### config.mk
export PLATFORM = sky130hd
export DESIGN_NAME = tftp_packet_checker_top
export DESIGN_NICKNAME = d
export VERILOG_FILES = /design/src/design/tpc_pkg.sv /design/src/design/tftp_packet_checker_top.sv /design/src/design/tpc_parse.sv
export SDC_FILE = /design/constraint.sdc
export NUM_CORES = 1
export LEC_CHECK = 0
export BUFFER_PORTS_ARGS = -buffer_cell sky130_fd_sc_hd__buf_2
export CORE_ASPECT_RATIO = 0.5
export CORE_MARGIN = 2
export CORE_UTILIZATION = 53
export DETAILED_ROUTE_END_ITERATION = 8
export PLACE_DENSITY = 0.76
export SYNTH_ARGS = -nofsm -noshare
export SYNTH_HDL_FRONTEND = slang
export SYNTH_SLANG_ARGS = --single-unit
### constraint.sdc
create_clock -name clk_i -period 2.87 [get_ports clk_i]
set_input_delay 0.287 -clock clk_i [delete_from_list [all_inputs] [get_ports clk_i]]
set_output_delay 0.287 -clock clk_i [all_outputs]
set_load 0.01 [all_outputs]
### src/design/tpc_pkg.sv
// tpc_pkg: shared types and constants of the tftp packet checker
// used by tpc_parse, tftp_packet_checker_top and tpc_checker; no dependencies
package tpc_pkg;

  // size limits
  localparam int unsigned MAX_PACKET_BYTES = 516;
  localparam int unsigned COUNT_W          = 10;
  localparam int unsigned POS_W            = 4;
  localparam int unsigned MODE_CHARS       = 8;
  localparam int unsigned CFG_IDX_W        = 2;
  localparam int unsigned CFG_DATA_W       = 64;

  // configuration register indexes
  localparam logic [CFG_IDX_W-1:0] CFG_MODE_A_TEXT = 2'd0;
  localparam logic [CFG_IDX_W-1:0] CFG_MODE_A_LEN  = 2'd1;
  localparam logic [CFG_IDX_W-1:0] CFG_MODE_B_TEXT = 2'd2;
  localparam logic [CFG_IDX_W-1:0] CFG_MODE_B_LEN  = 2'd3;

  // tftp opcodes
  localparam logic [15:0] OP_RRQ   = 16'd1;
  localparam logic [15:0] OP_WRQ   = 16'd2;
  localparam logic [15:0] OP_DATA  = 16'd3;
  localparam logic [15:0] OP_ACK   = 16'd4;
  localparam logic [15:0] OP_ERROR = 16'd5;

  // error codes of 8 and above are undefined
  localparam logic [15:0] ERR_CODE_LIMIT = 16'd8;

  // result status codes
  typedef enum logic [2:0] {
    ST_OK         = 3'd0,
    ST_TOO_SHORT  = 3'd1,
    ST_TOO_LONG   = 3'd2,
    ST_BAD_MODE   = 3'd3,
    ST_BAD_ERROR  = 3'd4,
    ST_UNKNOWN_OP = 3'd5
  } status_e;

  // configured mode strings
  typedef struct packed {
    logic [CFG_DATA_W-1:0] text_a;
    logic [POS_W-1:0]      len_a;
    logic [CFG_DATA_W-1:0] text_b;
    logic [POS_W-1:0]      len_b;
  } mode_cfg_t;

endpackage

### src/design/tftp_packet_checker_top.sv
// Tftp packet checker: takes one packet byte per word with a last flag and
// returns one status word and the opcode when the last byte has been taken.
// Depends on tpc_pkg and tpc_parse.
//
// A byte is taken every cycle while the result side keeps up; the last byte of
// a packet sits in the input register and its result in the result register,
// around the combinational state update. The user must write the mode strings
// through the cfg port only while no packet is in flight, which is not enforced.
module tftp_packet_checker_top (
  input  logic                            clk_i,
  input  logic                            rst_ni,
  input  logic                            in_valid_i,
  output logic                            in_stall_o,
  input  logic [7:0]                      data_byte_i,
  input  logic                            last_i,
  output logic                            out_valid_o,
  input  logic                            out_stall_i,
  output logic [2:0]                      status_o,
  output logic [15:0]                     opcode_o,
  input  logic                            cfg_we_i,
  input  logic [tpc_pkg::CFG_IDX_W-1:0]   cfg_idx_i,
  input  logic [tpc_pkg::CFG_DATA_W-1:0]  cfg_data_i
);
  import tpc_pkg::*;

  mode_cfg_t   cfg_q;
  logic        s1_valid_q;
  logic [7:0]  s1_byte_q;
  logic        s1_last_q;
  logic        out_valid_q;
  status_e     out_status_q;
  logic [15:0] out_opcode_q;
  logic        out_free, s1_adv, in_acc;
  status_e     status_d;
  logic [15:0] opcode_d;

  // configuration registers
  always_ff @(posedge clk_i or negedge rst_ni) begin
    if (!rst_ni) begin
      cfg_q <= '0;
    end else if (cfg_we_i) begin
      unique case (cfg_idx_i)
        CFG_MODE_A_TEXT: cfg_q.text_a <= cfg_data_i;
        CFG_MODE_A_LEN:  cfg_q.len_a  <= cfg_data_i[POS_W-1:0];
        CFG_MODE_B_TEXT: cfg_q.text_b <= cfg_data_i;
        CFG_MODE_B_LEN:  cfg_q.len_b  <= cfg_data_i[POS_W-1:0];
        default: begin
        end
      endcase
    end
  end

  // handshake: a non-last byte never waits on the result side
  assign out_free   = !out_valid_q || !out_stall_i;
  assign s1_adv     = s1_valid_q && (out_free || !s1_last_q);
  assign in_stall_o = s1_valid_q && !s1_adv;
  assign in_acc     = in_valid_i && !in_stall_o;

  // packet state and verdict
  tpc_parse u_parse (
    .clk_i    (clk_i),
    .rst_ni   (rst_ni),
    .step_i   (s1_adv),
    .byte_i   (s1_byte_q),
    .last_i   (s1_last_q),
    .cfg_i    (cfg_q),
    .status_o (status_d),
    .opcode_o (opcode_d)
  );

  // control registers
  always_ff @(posedge clk_i or negedge rst_ni) begin
    if (!rst_ni) begin
      s1_valid_q  <= 1'b0;
      out_valid_q <= 1'b0;
    end else begin
      if (in_acc) begin
        s1_valid_q <= 1'b1;
      end else if (s1_adv) begin
        s1_valid_q <= 1'b0;
      end
      if (s1_adv && s1_last_q) begin
        out_valid_q <= 1'b1;
      end else if (!out_stall_i) begin
        out_valid_q <= 1'b0;
      end
    end
  end

  // payload registers
  always_ff @(posedge clk_i) begin
    if (in_acc) begin
      s1_byte_q <= data_byte_i;
      s1_last_q <= last_i;
    end
    if (s1_adv && s1_last_q) begin
      out_status_q <= status_d;
      out_opcode_q <= opcode_d;
    end
  end

  assign out_valid_o = out_valid_q;
  assign status_o    = out_status_q;
  assign opcode_o    = out_opcode_q;

endmodule

### src/design/tpc_parse.sv
// tpc_parse: per-packet state of the checker and the final verdict
// depends on tpc_pkg
module tpc_parse (
  input  logic               clk_i,
  input  logic               rst_ni,
  input  logic               step_i,
  input  logic [7:0]         byte_i,
  input  logic               last_i,
  input  tpc_pkg::mode_cfg_t cfg_i,
  output tpc_pkg::status_e   status_o,
  output logic [15:0]        opcode_o
);
  import tpc_pkg::*;

  typedef enum logic [1:0] {
    PH_NAME = 2'd0,
    PH_MODE = 2'd1,
    PH_DONE = 2'd2
  } phase_e;

  localparam logic [COUNT_W-1:0] COUNT_MAX = {COUNT_W{1'b1}};
  localparam logic [POS_W-1:0]   POS_MAX   = {POS_W{1'b1}};
  localparam logic [COUNT_W-1:0] MAX_LEN   = COUNT_W'(MAX_PACKET_BYTES);
  localparam logic [POS_W-1:0]   MODE_LEN  = POS_W'(MODE_CHARS);

  logic [COUNT_W-1:0] count_q, count_d;
  logic [15:0]        opcode_q, opcode_d;
  logic [15:0]        err_q, err_d;
  phase_e             phase_q, phase_d;
  logic [POS_W-1:0]   pos_q, pos_d;
  logic               match_a_q, match_a_d;
  logic               match_b_q, match_b_d;
  logic [7:0]         char_a, char_b;
  logic               hit_a, hit_b;
  status_e            verdict;

  // mode characters at the current position
  assign char_a = cfg_i.text_a[{pos_q[2:0], 3'b000} +: 8];
  assign char_b = cfg_i.text_b[{pos_q[2:0], 3'b000} +: 8];
  assign hit_a  = (pos_q < MODE_LEN) && (pos_q < cfg_i.len_a) && (char_a == byte_i);
  assign hit_b  = (pos_q < MODE_LEN) && (pos_q < cfg_i.len_b) && (char_b == byte_i);

  // state update for one byte
  always_comb begin
    opcode_d  = opcode_q;
    err_d     = err_q;
    phase_d   = phase_q;
    pos_d     = pos_q;
    match_a_d = match_a_q;
    match_b_d = match_b_q;
    if (count_q < COUNT_W'(2)) begin
      opcode_d = {opcode_q[7:0], byte_i};
    end else begin
      if (count_q < COUNT_W'(4)) begin
        err_d = {err_q[7:0], byte_i};
      end
      unique case (phase_q)
        PH_NAME: begin
          if (byte_i == 8'd0) begin
            phase_d = PH_MODE;
            pos_d   = '0;
          end
        end
        PH_MODE: begin
          if (byte_i == 8'd0) begin
            if (pos_q != cfg_i.len_a || cfg_i.len_a > MODE_LEN) match_a_d = 1'b0;
            if (pos_q != cfg_i.len_b || cfg_i.len_b > MODE_LEN) match_b_d = 1'b0;
            phase_d = PH_DONE;
          end else begin
            if (!hit_a) match_a_d = 1'b0;
            if (!hit_b) match_b_d = 1'b0;
            if (pos_q != POS_MAX) pos_d = pos_q + POS_W'(1);
          end
        end
        default: begin
        end
      endcase
    end
    count_d = (count_q != COUNT_MAX) ? count_q + COUNT_W'(1) : count_q;
  end

  // verdict on the state after this byte
  always_comb begin
    priority if (count_d < COUNT_W'(2)) begin
      verdict = ST_TOO_SHORT;
    end else if (count_d > MAX_LEN) begin
      verdict = ST_TOO_LONG;
    end else if (opcode_d == OP_RRQ || opcode_d == OP_WRQ) begin
      priority if (count_d < COUNT_W'(4))        verdict = ST_TOO_SHORT;
      else if (phase_d != PH_DONE)               verdict = ST_BAD_MODE;
      else if (!match_a_d && !match_b_d)         verdict = ST_BAD_MODE;
      else                                       verdict = ST_OK;
    end else if (opcode_d == OP_DATA) begin
      verdict = (count_d < COUNT_W'(4)) ? ST_TOO_SHORT : ST_OK;
    end else if (opcode_d == OP_ACK) begin
      priority if (count_d < COUNT_W'(4))        verdict = ST_TOO_SHORT;
      else if (count_d > COUNT_W'(4))            verdict = ST_TOO_LONG;
      else                                       verdict = ST_OK;
    end else if (opcode_d == OP_ERROR) begin
      priority if (count_d < COUNT_W'(5))        verdict = ST_TOO_SHORT;
      else if (err_d >= ERR_CODE_LIMIT)          verdict = ST_BAD_ERROR;
      else                                       verdict = ST_OK;
    end else begin
      verdict = ST_UNKNOWN_OP;
    end
  end

  assign status_o = verdict;
  assign opcode_o = (count_d >= COUNT_W'(2)) ? opcode_d : 16'd0;

  // packet state, cleared after the last byte
  always_ff @(posedge clk_i or negedge rst_ni) begin
    if (!rst_ni) begin
      count_q   <= '0;
      opcode_q  <= '0;
      err_q     <= '0;
      phase_q   <= PH_NAME;
      pos_q     <= '0;
      match_a_q <= 1'b1;
      match_b_q <= 1'b1;
    end else if (step_i) begin
      if (last_i) begin
        count_q   <= '0;
        opcode_q  <= '0;
        err_q     <= '0;
        phase_q   <= PH_NAME;
        pos_q     <= '0;
        match_a_q <= 1'b1;
        match_b_q <= 1'b1;
      end else begin
        count_q   <= count_d;
        opcode_q  <= opcode_d;
        err_q     <= err_d;
        phase_q   <= phase_d;
        pos_q     <= pos_d;
        match_a_q <= match_a_d;
        match_b_q <= match_b_d;
      end
    end
  end

endmodule

==> summary by stage <==
Worst setup path
Among cell families on the critical path, the largest total delay comes from compound AO/OA/AOI/OAI gates. The setup check on the worst reg-to-reg path leaves a slack of -0.07 ns. The count of buffering cells on the critical path with inverters included is 0. The critical path runs through a total of 7 cells.

STA puts the critical path data required time at 3.12 ns. The category of the worst setup path capture point is a flip-flop. STA classifies the critical path startpoint as a flip-flop. In this run the worst setup path begins at u_parse.pos_q[0]$_DFFE_PN0P_. Walking the worst path, the cells encountered are mux4_2, mux2_4, or4_4, a2111oi_4, a41oi_1, o311a_1, o21ba_1. Of all nets on the critical path, the largest fanout is 4. The worst register-to-register path begins at u_parse.pos_q[0]$_DFFE_PN0P_.

The endpoint identified for the worst register-to-register timing path is status_o[0]$_SDFFCE_PN1P_. The worst path arrival time is 3.20 ns. For this run, the slowest stage of the critical path takes 0.52 ns. The library cell contributing the largest single delay on the critical path is mux4_2.

The worst setup path category is reg -> reg. The worst-case reg-to-reg path depth is 7.

Routing
Detailed routing inserted a total of 7436 vias. After detailed routing, the average wire length per cell comes to 19.5 um. The residual antenna-violating net count after detailed routing is 0. In the routed layout, each cell is associated on average with a via count of 5.93. The number of DRC markers after the initial detailed-route iteration is 642.

For this block, the routed nets add up to 24500 um of wire. The pre-antenna-repair detailed-routing pass consisted of 5 iterations. The DRC violation count after routing is 0.

Placement
The pre-CTS worst setup slack is -0.00646 ns. The routability congestion estimate from global placement is 0.925. The HPWL after detailed placement is 16800 um. The post-place instance area is 11500 um2. The number of buffers inserted by port buffering is 100.

Logic synthesis
The synthesized netlist net count is 931. The number of warnings issued by yosys is 0. The cell accounting for the most synthesized area is dfrtp_1. Sorting the synthesized cells by area gives the leading types as dfrtp_1 45%, mux2_2 15%, edfxtp_1 8.1%, mux4_2 5.2%, mux2i_1 2.9%. The number of distinct library cell variants in the gate-level netlist after synthesis is 64.

The synthesized design devotes to its leading area cell type 44.6% of total area. In this run, synthesis inferred 28 flip-flops with an integrated enable. The synthesized netlist occupies a cell area of 10400 um2. After technology mapping, the gate count stands at 841. Each instance of the synthesized netlist takes up on average 12.4 um2. The primary flip-flop cell chosen by synthesis mapping is dfrtp_1. The number of flip-flops and latches in the synthesized netlist is 216.

The sequential fraction of the synthesis area is 53.2%. For this run, asynchronously set or reset flops after synthesis account for 87.0%.

Cells and area
In the final design database the tool counted 1063 nets. The ratio of cells with drive above 1 in the final layout is 36.4%. Leaving out fill and tap cells, the most frequent cell in the layout is dfrtp_1. After routing the design area is 12300 um2. The library cells used most frequently in the layout, excluding fill and tap cells, are 184 x dfrtp_1, 137 x mux2_2, 99 x buf_2.

The area added between synthesis and finish is 17.5%. The antenna cell count is 0.

STA
The worst path uses 103% of the clock period. The final worst clock skew is 0.0202 ns. The final-report max-slew violation count is 0.

Measured against its own limit, the worst slew margin works out to 27.2%. For this run, the top clock speed supported by timing is 340 MHz. The final count of hold timing violations was 0. The worst-margin pin slew is 1.08 ns. The count of final setup violators is 2. After layout, the minimum clock period comes to 2.94 ns. Setup repair after global routing could not meet its margin everywhere.

Once routing completed, OpenROAD measured the worst setup slack at -0.0740 ns.

Clock tree
For this design, the sink count on the clock tree is 216. In this run the number of H-tree levels came out at 1. The clock tree from TritonCTS is built. The number of setup buffers added after CTS is 0. The CTS buffer count is 20. The clock transition at the register clock pins on the worst setup and hold paths after CTS is 0.07 ns.

No sink is reached through more buffers than the 3 on the longest clock path. The latest clock arrival within the worst-skew pair is 0.51 ns. The root buffer cell is clkbuf_16.

Global route
The leftover overflow at the end of global routing is 0. The first-pass GRT wire length is 39500 um. The pin count of the biggest net entering global routing is 84. The global-route usage over all layers is 23.9%. The number of antenna violations at the first check in global routing came to 0. The number of global-route vias before repair is 7539.

Floorplanning
The core box area is 19400 um2. The chip width is 202 um. The die covers 20900 um2. The count of boundary I/O pins is 101. The initialized floorplan defines 36 standard-cell rows. The die extent in y is 103 um.

For this configuration, the core starts out at a cell density of 53.9%.

Power and ir drop
Power comes to 8770 uW. For this design the ratio of total power to cell area is 715 nW/um2. The reported leakage power is 0.00518 uW. The peak ir drop on the vdd network is 0.419 mV.

Flow run
Across the run, the number of max-cap violations was 0.

Outcome
The run finished, with violations left. The checks that failed: setup timing.

Hold path
The path with the worst hold slack has its endpoint at cfg_q[110]$_DFFE_PN0P_. The path class of the lowest-slack min-delay path is in -> reg. The start point of the worst hold path is cfg_data_i[38].

Counting instances, the worst hold path has a depth of 2.
-- layer usage --
| layer | track usage, % | wire (um) | vias up |
|---|---|---|---|
| met5 | 0 | 0 | - |
| met4 | 6.91 | 637 | 0 |
| met3 | 5.08 | 1570 | 53 |
| met2 | 40.3 | 11800 | 233 |
| met1 | 32.0 | 10500 | 3762 |
| li1 | - | - | 3388 |
-- worst register-to-register path, cell delays in order, from the launching register on --
cell       delay, ns
dfrtp_2         0.41
mux4_2          0.52
mux2_4          0.30
or4_4           0.50
a2111oi_4       0.39
a41oi_1         0.19
o311a_1         0.19
o21ba_1         0.20
-- cell families (layout without fill, tap and decap cells) --
logic type      Yosys count  count (layout)  synth area share, %
xor+xnor                 16              16                 1.34
mux                     192             192                 23.0
simple gates            190             190                 9.02
compound gates          149             149                 9.62
fa+ha+maj                11              11                 1.30
buf+inv                  67             213                 2.60
flops                   216             216                 53.2
-- Yosys cell counts, types with 3 or more instances --
cell,instances
inv_1,16
nand4_1,5
nor3b_1,4
buf_1,4
nor2_1,27
nor3_1,8
nor4_1,6
a31oi_1,8
ha_1,10
nor2b_1,3
edfxtp_1,28
and2_1,6
o21ai_0,32
a41oi_1,3
or3_1,8
a22o_1,18
nand2_1,80
xor2_1,3
o211ai_1,4
mux4_2,24
o22ai_1,4
nor3_2,3
nand2b_1,8
mux2_2,138
buf_2,10
a21oi_1,33
o31ai_1,3
mux2i_1,30
clkbuf_1,36
dfrtp_1,186
or2_2,3
a22oi_1,20
nand3_1,13
xnor2_1,13
or4_1,4
a221oi_1,3
-- where the power goes --
part,internal [uW],total [uW],leakage (uW),switching (uW)
clock,1400,2540,0.000306,1140
sequential,3690,4080,0.00257,389
combinational,1070,2150,0.00230,1080
-- metrics by stage --
step                hold slack [ns]  util (%)   TNS, ns  cells
finish                       0.0275      63.3    -0.109   1253
global route                 0.0121      63.3    -0.249   1253
CTS                         0.00967      63.3   -0.0495   1253
detailed placement            0.392      59.4  -0.00646   1206
global placement              0.381      59.4         0   1206
floorplan                  -0.00859         -         0    841
-- how the worst max path moves through the flow --
stage	to	slack, ns
2_1_floorplan	status_o[0]$_SDFFCE_PN1P_	0.11
3_3_place_gp	status_o[1]$_SDFFCE_PN0P_	0.03
3_5_place_dp	status_o[0]$_SDFFCE_PN1P_	-0.006
4_1_cts	status_o[0]$_SDFFCE_PN1P_	-0.05
5_1_grt	status_o[0]$_SDFFCE_PN1P_	-0.15
6_report	status_o[0]$_SDFFCE_PN1P_	-0.07
-- registers in the layout (all words and copies together) (netlist names) --
| signal | flops |
|---|---|
| cfg_q | 136 |
| opcode_o | 16 |
| u_parse.err_q | 16 |
| u_parse.opcode_q | 16 |
| u_parse.count_q | 10 |
| s1_byte_q | 8 |
| u_parse.pos_q | 4 |
| status_o | 3 |
| u_parse.phase_q | 2 |
| out_valid_o | 1 |
| s1_last_q | 1 |
| s1_valid_q | 1 |
| u_parse.match_a_q | 1 |
| u_parse.match_b_q | 1 |
-- layout make-up --
cell class              count  area, um2
clock inverters             5       36.3
repair buffers            161       1050
multi-input cells         558       4650
inverters                  16       60.1
fillers                  1475       7110
clock buffers              31        582
flip-flops and latches    216       5550
well taps                 266        333
-- repair_timing --
action,in CTS,in global routing
hold buffers,11,0
cloned,0,0
gates resized for setup,3,1
hold endpoints to repair,91,0
setup endpoints to repair,2,2
No activity file was read; power rests on OpenSTA's default activity.
